### src/rtl/f64dac_pkg.sv
package f64dac_pkg;

  localparam int TAPS_DEF         = 64;
  localparam int SAMPLE_WIDTH_DEF = 16;
  localparam int COEF_WIDTH_DEF   = 16;

  localparam int ACC_WIDTH   = 64;
  localparam int CODE_WIDTH  = 10;
  localparam int CODE_MAX    = 1023;
  localparam int DAC_GAIN    = 200;
  localparam int DAC_OFFSET  = 500;
  localparam int TABLE_LEN   = 64;
  localparam int TABLE_IDX_W = 6;

  // register byte addresses (one register, word index in paddr[2])
  localparam int CFG_ADDR_W = 3;
  localparam logic REG_FILTER_MODE = 1'b0;

  localparam logic [1:0] MODE_BANK_A = 2'd2;
  localparam logic [1:0] MODE_BANK_B = 2'd3;

  // coefficients in millionths
  localparam int BANK_A_MICRO [TABLE_LEN] = '{
    -757, -497, 0, 644, 1245, 1507, 1134, 0,
    -1675, -3269, -3917, -2882, 0, 4006, 7579, 8820,
    6320, 0, -8423, -15697, -18079, -12884, 0, 17307,
    32770, 38763, 28789, 0, -45174, -98993, -150151, -186837,
    800659, -186837, -150151, -98993, -45174, 0, 28789, 38763,
    32770, 17307, 0, -12884, -18079, -15697, -8423, 0,
    6320, 8820, 7579, 4006, 0, -2882, -3917, -3269,
    -1675, 0, 1134, 1507, 1245, 644, 0, -497
  };

  localparam int BANK_B_MICRO [TABLE_LEN] = '{
    2044, 7806, 14554, 20018, 24374, 27780, 30370, 32264,
    33568, 34372, 34757, 34791, 34534, 34040, 33353, 32511,
    31549, 30496, 29375, 28207, 27010, 25800, 24587, 23383,
    22195, 21031, 19896, 18795, 17730, 16703, 15718, 14774,
    13872, 13013, 12196, 11420, 10684, 9989, 9331, 8711,
    8127, 7577, 7061, 6575, 6120, 5693, 5294, 4920,
    4570, 4244, 3939, 3655, 3389, 3142, 2912, 2698,
    2499, 2313, 2141, 1981, 1833, 1695, 1567, 1448
  };

  // scale a value in millionths to Q1.(cw-1), round half away from zero
  function automatic longint coef_q(input int micro, input int cw);
    longint num;
    num = longint'(micro) * (longint'(1) <<< (cw - 1));
    if (micro < 0) begin
      num = num - 64'sd500000;
    end else begin
      num = num + 64'sd500000;
    end
    return num / 64'sd1000000;
  endfunction

endpackage

### src/rtl/f64dac_ram.sv
module f64dac_ram #(
  parameter int WIDTH = 16,
  parameter int DEPTH = 63
) (
  input  logic                                   clk,
  input  logic                                   we,
  input  logic [((DEPTH > 1) ? $clog2(DEPTH) : 1)-1:0] waddr,
  input  logic [WIDTH-1:0]                       wdata,
  input  logic [((DEPTH > 1) ? $clog2(DEPTH) : 1)-1:0] raddr,
  output logic [WIDTH-1:0]                       rdata
);

  logic [WIDTH-1:0] mem_r [DEPTH];
  logic [WIDTH-1:0] rdata_r;

  always_ff @(posedge clk) begin
    if (we) begin
      mem_r[waddr] <= wdata;
    end
    rdata_r <= mem_r[raddr];
  end

  assign rdata = rdata_r;

endmodule

### src/rtl/f64dac_coef_rom.sv
module f64dac_coef_rom #(
  parameter int TAPS       = f64dac_pkg::TAPS_DEF,
  parameter int COEF_WIDTH = f64dac_pkg::COEF_WIDTH_DEF
) (
  input  logic                          bank_sel,
  input  logic [$clog2(TAPS)-1:0]       tap_idx,
  output logic signed [COEF_WIDTH-1:0]  coef
);

  localparam int KW = $clog2(TAPS);
  // wide enough to hold the table length itself for the range compare
  localparam int IW = (KW > f64dac_pkg::TABLE_IDX_W) ? KW : f64dac_pkg::TABLE_IDX_W + 1;

  logic signed [COEF_WIDTH-1:0] rom_a [f64dac_pkg::TABLE_LEN];
  logic signed [COEF_WIDTH-1:0] rom_b [f64dac_pkg::TABLE_LEN];
  logic [IW-1:0]                idx_x;

  for (genvar g = 0; g < f64dac_pkg::TABLE_LEN; g++) begin : g_rom
    assign rom_a[g] = COEF_WIDTH'(f64dac_pkg::coef_q(f64dac_pkg::BANK_A_MICRO[g], COEF_WIDTH));
    assign rom_b[g] = COEF_WIDTH'(f64dac_pkg::coef_q(f64dac_pkg::BANK_B_MICRO[g], COEF_WIDTH));
  end

  assign idx_x = IW'(tap_idx);

  // taps past the end of the tables weigh zero
  always_comb begin
    if (idx_x < IW'(f64dac_pkg::TABLE_LEN)) begin
      if (bank_sel) begin
        coef = rom_b[idx_x[f64dac_pkg::TABLE_IDX_W-1:0]];
      end else begin
        coef = rom_a[idx_x[f64dac_pkg::TABLE_IDX_W-1:0]];
      end
    end else begin
      coef = '0;
    end
  end

endmodule

### src/rtl/fir64_two_bank_dac_scaler_unit.sv
// FIR filter with two fixed coefficient banks and a 10-bit converter code.
// One signed Q3.12 word enters per item; in filter mode (2 = first bank,
// 3 = second bank) a single multiply-accumulate unit walks all TAPS taps, one
// per cycle, reading the delay line from a one-read-port RAM; the item then
// passes the drain, round, scale and output states. In bypass mode (0, 1)
// it goes straight to the scale and output states. The input side is ready
// only between items; a finished word waits in the output register without
// stalling the next accept. in_tuser set clears the delay line before the
// word is used, also in bypass. out_tdata carries the saturated sample and
// floor((y + 2.5) * 200) clamped to 0..1023. No clearing pass after reset.
module fir64_two_bank_dac_scaler_unit #(
  parameter int TAPS         = f64dac_pkg::TAPS_DEF,
  parameter int SAMPLE_WIDTH = f64dac_pkg::SAMPLE_WIDTH_DEF,
  parameter int COEF_WIDTH   = f64dac_pkg::COEF_WIDTH_DEF
) (
  input  logic                                    clk,
  input  logic                                    rst_n,
  input  logic                                    in_tvalid,
  output logic                                    in_tready,
  input  logic [((SAMPLE_WIDTH + 7) / 8) * 8-1:0] in_tdata,  // sample_in
  input  logic                                    in_tuser,  // restart
  output logic                                    out_tvalid,
  input  logic                                    out_tready,
  // sample_out, dac_code
  output logic [((SAMPLE_WIDTH + f64dac_pkg::CODE_WIDTH + 7) / 8) * 8-1:0] out_tdata,
  input  logic                                    cfg_psel,
  input  logic                                    cfg_penable,
  input  logic                                    cfg_pwrite,
  input  logic [f64dac_pkg::CFG_ADDR_W-1:0]       cfg_paddr,
  input  logic [31:0]                             cfg_pwdata,
  output logic [31:0]                             cfg_prdata,
  output logic                                    cfg_pready
);

  localparam int DEPTH = TAPS - 1;
  localparam int AW    = (DEPTH > 1) ? $clog2(DEPTH) : 1;
  localparam int KW    = $clog2(TAPS);
  localparam int SW    = SAMPLE_WIDTH;
  localparam int CW    = COEF_WIDTH;
  localparam int PW    = SW + CW;
  localparam int ACCW  = f64dac_pkg::ACC_WIDTH;
  localparam int CODEW = f64dac_pkg::CODE_WIDTH;
  localparam int OUT_W = ((SW + CODEW + 7) / 8) * 8;
  localparam int FRAC  = SW - 4;
  localparam int DW    = SW + 10;

  localparam logic [AW-1:0] LAST_ADDR = AW'(DEPTH - 1);
  localparam logic [KW-1:0] LAST_TAP  = KW'(TAPS - 1);

  localparam logic signed [ACCW-1:0] RND_HALF = ACCW'(longint'(1) <<< (CW - 2));
  localparam logic signed [ACCW-1:0] Y_HI     = ACCW'((longint'(1) <<< (SW - 1)) - 1);
  localparam logic signed [ACCW-1:0] Y_LO     = -Y_HI - ACCW'(1);
  localparam logic signed [DW-1:0]   DAC_OFS  =
    DW'(longint'(f64dac_pkg::DAC_OFFSET) <<< FRAC);
  localparam logic signed [DW-1:0]   CODE_TOP = DW'(f64dac_pkg::CODE_MAX);

  localparam logic [2:0] S_IDLE  = 3'd0;
  localparam logic [2:0] S_MAC   = 3'd1;
  localparam logic [2:0] S_DRAIN = 3'd2;
  localparam logic [2:0] S_ROUND = 3'd3;
  localparam logic [2:0] S_DAC   = 3'd4;
  localparam logic [2:0] S_OUT   = 3'd5;

  logic [2:0]              state_r, state_nxt;
  logic [1:0]              mode_r;
  logic [AW-1:0]           wp_r;
  logic [AW-1:0]           rp_r;
  logic [KW-1:0]           k_r;
  logic [DEPTH-1:0]        ent_vld_r;
  logic signed [SW-1:0]    x_r;
  logic                    bank_r;
  logic                    s1_vld_r;
  logic signed [CW-1:0]    s1_coef_r;
  logic                    s1_use_x_r;
  logic                    s1_ent_r;
  logic                    s2_vld_r;
  logic signed [PW-1:0]    prod_r;
  logic signed [ACCW-1:0]  acc_r;
  logic signed [SW-1:0]    y_r;
  logic [CODEW-1:0]        code_r;
  logic                    out_vld_r;
  logic [SW-1:0]           out_sample_r;
  logic [CODEW-1:0]        out_code_r;

  logic                    in_acc;
  logic                    cfg_wr;
  logic                    filt_mode;
  logic                    issue;
  logic                    ram_we;
  logic [SW-1:0]           ram_q;
  logic signed [CW-1:0]    coef;
  logic signed [SW-1:0]    operand;
  logic signed [ACCW-1:0]  rnd;
  logic signed [ACCW-1:0]  sh;
  logic signed [SW-1:0]    y_sat;
  logic signed [DW-1:0]    y_ext;
  logic signed [DW-1:0]    dac_t;
  logic signed [DW-1:0]    dac_q;
  logic [CODEW-1:0]        code_nxt;
  logic                    out_free;

  assign in_tready  = (state_r == S_IDLE);
  assign in_acc     = in_tvalid && in_tready;
  assign filt_mode  = (mode_r == f64dac_pkg::MODE_BANK_A) ||
                      (mode_r == f64dac_pkg::MODE_BANK_B);
  assign issue      = (state_r == S_MAC);
  assign ram_we     = (state_r == S_ROUND);
  assign out_free   = !out_vld_r || out_tready;

  // configuration port
  assign cfg_pready = 1'b1;
  assign cfg_wr     = cfg_psel && cfg_penable && cfg_pwrite && cfg_pready &&
                      (cfg_paddr[2] == f64dac_pkg::REG_FILTER_MODE);
  assign cfg_prdata = (cfg_paddr[2] == f64dac_pkg::REG_FILTER_MODE) ? 32'(mode_r) : 32'd0;

  f64dac_ram #(
    .WIDTH (SW),
    .DEPTH (DEPTH)
  ) u_delay_ram (
    .clk   (clk),
    .we    (ram_we),
    .waddr (wp_r),
    .wdata (x_r),
    .raddr (rp_r),
    .rdata (ram_q)
  );

  f64dac_coef_rom #(
    .TAPS       (TAPS),
    .COEF_WIDTH (CW)
  ) u_coef_rom (
    .bank_sel (bank_r),
    .tap_idx  (k_r),
    .coef     (coef)
  );

  // tap zero multiplies the incoming word; entries not written since restart read zero
  assign operand = s1_use_x_r ? x_r : (s1_ent_r ? $signed(ram_q) : '0);

  // round to Q3.12 and saturate
  assign rnd = acc_r + RND_HALF;
  assign sh  = rnd >>> (CW - 1);
  always_comb begin
    if (sh > Y_HI) begin
      y_sat = SW'(Y_HI);
    end else if (sh < Y_LO) begin
      y_sat = SW'(Y_LO);
    end else begin
      y_sat = SW'(sh);
    end
  end

  // converter code: y*200 as shift-add, offset 500 (2.5 times 200) in Q.FRAC
  assign y_ext = DW'(y_r);
  assign dac_t = (y_ext <<< 7) + (y_ext <<< 6) + (y_ext <<< 3) + DAC_OFS;
  assign dac_q = dac_t >>> FRAC;
  always_comb begin
    if (dac_t < 0) begin
      code_nxt = '0;
    end else if (dac_q > CODE_TOP) begin
      code_nxt = CODEW'(f64dac_pkg::CODE_MAX);
    end else begin
      code_nxt = CODEW'(dac_q);
    end
  end

  always_comb begin
    state_nxt = state_r;
    case (state_r)
      S_IDLE: begin
        if (in_acc) begin
          state_nxt = filt_mode ? S_MAC : S_DAC;
        end
      end
      S_MAC: begin
        if (k_r == LAST_TAP) begin
          state_nxt = S_DRAIN;
        end
      end
      S_DRAIN: begin
        if (!s1_vld_r && !s2_vld_r) begin
          state_nxt = S_ROUND;
        end
      end
      S_ROUND: state_nxt = S_DAC;
      S_DAC:   state_nxt = S_OUT;
      S_OUT: begin
        if (out_free) begin
          state_nxt = S_IDLE;
        end
      end
      default: state_nxt = S_IDLE;
    endcase
  end

  // control
  always_ff @(posedge clk) begin
    if (!rst_n) begin
      state_r   <= S_IDLE;
      mode_r    <= '0;
      wp_r      <= '0;
      ent_vld_r <= '0;
      s1_vld_r  <= 1'b0;
      s2_vld_r  <= 1'b0;
      out_vld_r <= 1'b0;
    end else begin
      state_r  <= state_nxt;
      s1_vld_r <= issue;
      s2_vld_r <= s1_vld_r;
      if (cfg_wr) begin
        mode_r <= cfg_pwdata[1:0];
      end
      if (in_acc && in_tuser) begin
        ent_vld_r <= '0;
      end
      if (ram_we) begin
        ent_vld_r[wp_r] <= 1'b1;
        wp_r <= (wp_r == LAST_ADDR) ? '0 : wp_r + AW'(1);
      end
      if (state_r == S_OUT && out_free) begin
        out_vld_r <= 1'b1;
      end else if (out_tready) begin
        out_vld_r <= 1'b0;
      end
    end
  end

  // datapath
  always_ff @(posedge clk) begin
    if (in_acc) begin
      x_r    <= $signed(in_tdata[SW-1:0]);
      y_r    <= $signed(in_tdata[SW-1:0]);
      bank_r <= (mode_r == f64dac_pkg::MODE_BANK_B);
      k_r    <= '0;
      rp_r   <= (wp_r == '0) ? LAST_ADDR : wp_r - AW'(1);
      acc_r  <= '0;
    end
    if (issue) begin
      s1_coef_r  <= coef;
      s1_use_x_r <= (k_r == '0);
      s1_ent_r   <= ent_vld_r[rp_r];
      if (k_r != LAST_TAP) begin
        k_r <= k_r + KW'(1);
      end
      // walk back toward the oldest entry once the incoming word is issued
      if (k_r != '0) begin
        rp_r <= (rp_r == '0) ? LAST_ADDR : rp_r - AW'(1);
      end
    end
    if (s1_vld_r) begin
      prod_r <= s1_coef_r * operand;
    end
    if (s2_vld_r) begin
      acc_r <= acc_r + ACCW'(prod_r);
    end
    if (state_r == S_ROUND) begin
      y_r <= y_sat;
    end
    if (state_r == S_DAC) begin
      code_r <= code_nxt;
    end
    if (state_r == S_OUT && out_free) begin
      out_sample_r <= y_r;
      out_code_r   <= code_r;
    end
  end

  assign out_tvalid = out_vld_r;
  assign out_tdata  = OUT_W'({out_code_r, out_sample_r});

endmodule

### config.mk
export PLATFORM = sky130hd
export DESIGN_NAME = fir64_two_bank_dac_scaler_unit
export DESIGN_NICKNAME = d
export VERILOG_FILES = /design/src/rtl/f64dac_pkg.sv /design/src/rtl/f64dac_ram.sv /design/src/rtl/f64dac_coef_rom.sv /design/src/rtl/fir64_two_bank_dac_scaler_unit.sv
export SDC_FILE = /design/constraint.sdc
export NUM_CORES = 2
export LEC_CHECK = 0
export ABC_CLOCK_PERIOD_IN_PS = 16820
export BUFFER_PORTS_ARGS = -buffer_cell sky130_fd_sc_hd__buf_2
export CORE_AREA = 5 5 388 390
export DETAILED_ROUTE_END_ITERATION = 7
export DIE_AREA = 0 0 393 395
export PLACE_DENSITY = 0.6
export REMOVE_ABC_BUFFERS = 1
export SETUP_SLACK_MARGIN = 0.4
export SYNTH_ARGS = -nofsm -noshare
export SYNTH_HDL_FRONTEND = slang
export SYNTH_HIERARCHICAL = 1
export SYNTH_SLANG_ARGS = --single-unit
### constraint.sdc
create_clock -name clk -period 16.82 [get_ports clk]
set_input_delay 3.364 -clock clk [delete_from_list [all_inputs] [get_ports clk]]
set_output_delay 3.364 -clock clk [all_outputs]
set_load 0.02 [all_outputs]
==> key figures <==
Outcome
  – Status: finished clean

Floorplanning
  – Die area: 155000 sq um
  – IO Pins: 126
  – Initial core utilization: 0.467
  – Core Region: 147000 sq um
  – Die Ht: 395 um
  – Die Wd: 393 um
  – Site Rows: 141

Placed design
  – Buffers on Ports: 56
  – Pre-CTS setup slack: 8410 ps
  – Hpwl dp: 112 mm
  – Routability cong.: 0.916

Logic synthesis
  – Synth warn: 6
  – Synth Register Bits: 1296
  – Gate Count Post-Synth: 5016
  – Syn Area/Cell: 13.7 sq um
  – Post-synth EDFFs: 1191
  – Async SR Flop Fraction: 0
  – Seq/Total Area, Yosys: 0.553
  – Area leader, netlist: edfxtp_1
  – Primary FF master, synth: edfxtp_1
  – Synth top area cells: edfxtp_1 (52%), mux4_2 (8.1%), fa_1 (8.1%), ha_1 (3.5%), dfxtp_1 (3.1%)
  – Synthesized area: 68500 sq um
  – Share of the synthesized area in the top cell type: 0.522
  – Cell variety after synth: 96

Critical path
  – Critical path arrival: 8820 ps
  – CP Max Fanout: 48
  – Reg2Reg Depth: 23
  – Crit path launch type: register
  – CP Capture Type: register
  – Worst path required time: 17290 ps
  – Worst Path Class, Setup: reg2reg

STA
  – Slew at the pin with the worst max-slew slack: 1290 ps
  – Skew final: 34.9 ps
  – Final Slew Violations: 0
  – Final WS setup: 8470 ps
  – Crit path time final: 8350 ps
  – Max Fclk: 120 MHz
  – RSZ-0062 raised after global routing: false
  – Final setup fails: 0
  – Part of the cycle the worst path needs: 0.497
  – Setup TNS: 0 ps
  – Worst slew margin: 0.133
  – Final hold vios: 0

Cells and area
  – Layout Nets: 5587
  – Layout cell share with drive strength beyond 1: 0.135
  – Filler instances: 12400
  – P&R area growth vs syn: 9.76%
  – Util after Layout: 0.512

Clocking
  – Reg clk slew, reported paths: 60 ps
  – CTS tree: yes
  – H-tree depth: 4
  – Number of buffers created by CTS: 137
  – Resized cells post-CTS: 0
  – Clock sink total: 1296
  – CTS Hold Bufs: 0
  – Clock buffer depth: 3
  – Setup Fix Bufs, Post-CTS: 0
  – Root buffer cell: clkbuf_16
  – Clock Latency Late Sink: 770 ps

Routing
  – Vias: 41700
  – Initial DRC count: 3490
  – Vias/cell: 5.88
  – DRC viols: 0
  – DRT antenna net count: 0
  – First-pass iteration count of the detailed router: 5
  – WL per Instance: 24.4 um
  – Routed WL: 173 mm

Min path
  – Hold Path Cell Cnt: 0
  – Worst Hold Class: reg2reg

GRT
  – GRT Overall Usage: 0.222
  – Grt total ovfl: 0
  – Largest net degree at the start of global routing: 98
  – Initial antenna violation count: 6
  – Global-route wire length before repair: 261 mm
  – Vias in the first global route: 41700

Run
  – # Max-Cap Violations: 0
metrics by stage:
step	hold slack [ps]	area, sq um	instances
5_1_grt	427	75200	7091
3_3_place_gp	406	70700	6849
4_1_cts	416	75200	7091
2_1_floorplan	400	67000	4741
3_5_place_dp	405	70700	6849
6_report	414	75200	7093
worst max-delay path, stage by stage (launching register included):
cell and delay, ps:
edfxtp_1 920, buf_4 600, a22o_1 750, nand2_1 170
fa_1 550, fa_1 440, fa_1 490, fa_1 490
inv_1 50, fa_1 530, inv_1 50, fa_1 520
inv_1 50, ha_1 360, a21o_1 180, a21o_1 170
a21oi_1 260, o221ai_1 160, a31o_2 290, a31oi_1 250
a21boi_0 180, o21a_1 200, o22a_1 160, xor2_1 170
registers in the layout (all words and copies together) (netlist names):
register	cells
u_delay_ram/mem_r	1008
acc_r	64
ent_vld_r	63
prod_r	32
out_sample_r	16
s1_coef_r	16
u_delay_ram/rdata	16
x_r	16
y_r	16
code_r	10
out_code_r	10
k_r	6
rp_r	6
wp_r	6
state_r	3
mode_r	2
bank_r	1
out_tvalid	1
s1_ent_r	1
s1_use_x_r	1
s1_vld_r	1
s2_vld_r	1
cells by family (layout without fill, tap and decap cells):
family / Yosys count / in the layout / synth area share
adders and majority gates: 470 / 470 / 0.116
other: 2 / 39 / 0.000110
AOI/OAI and AO/OA: 844 / 844 / 0.0837
muxes: 325 / 325 / 0.0931
and+or+nand+nor: 1238 / 1238 / 0.0915
DFF: 1296 / 1296 / 0.553
buffers and inverters: 705 / 815 / 0.0449
xor gates and xnor gates: 136 / 136 / 0.0174
cells in the mapped netlist, types with 65 or more instances:
cell type / instances
nor2_1: 272
a21o_1: 68
a22oi_1: 113
nand2_1: 307
clkbuf_1: 165
o21ai_0: 128
mux2i_1: 65
xnor2_1: 89
and2_1: 129
mux4_2: 247
inv_1: 393
nand3_1: 102
ha_1: 193
dfxtp_1: 105
a21oi_1: 185
nor3_1: 72
fa_1: 277
nor2b_1: 129
edfxtp_1: 1191
per-layer routing:
metal	vias up	global-route usage	part of all wire	routed length, um
met5	-	0	0	0
met4	0	0.0725	0.033	5790
met3	292	0.0334	0.060	10400
met2	1402	0.372	0.49	85200
met1	21400	0.300	0.41	71900
li1	18600	-	-	-
placed cells by master, fill, tap and decap left out, types with 40 or more instances in the layout:
cell       instances
nor2_1           266
nand2_1          305
edfxtp_1        1191
o22ai_1           40
o21ai_0          128
a21o_1            68
clkbuf_16        139
xnor2_1           89
a22oi_1          113
nor2b_1          129
buf_4            119
ha_1             193
nand3_1          102
a21oi_1          185
nand2b_1          47
dfxtp_1           98
and2_1           129
xor2_1            47
buf_2             56
mux4_2           247
inv_1            393
nor3_1            69
fa_1             277
mux2i_1           65
worst paths after layout:
path | startpoint | endpoint | slack [ps]
min reg2reg | code_r[1]$_SDFFCE_PN0P_ | out_code_r[1]$_DFFE_PP_ | 410
min | code_r[1]$_SDFFCE_PN0P_ | out_code_r[1]$_DFFE_PP_ | 410
max reg2reg | x_r[2]$_DFFE_PP_ | prod_r[30]$_DFFE_PP_ | 8470
max | x_r[2]$_DFFE_PP_ | prod_r[30]$_DFFE_PP_ | 8470
layout make-up:
cell class,count,area [sq um],share of cell area
Multi-Input combinational cell,3050,27700,0.369
Clock buffer,179,3660,0.0487
Tap cell,1930,2410,0.0321
Antenna cell,2,5.00,0.0000666
Clock inverter,63,782,0.0104
Inverter,395,1480,0.0197
Timing Repair Buffer,178,1230,0.0164
Sequential cell,1296,37900,0.504
Power is not shown: default switching activity piles up to over one toggle a cycle in this logic, so the estimate is an artifact.
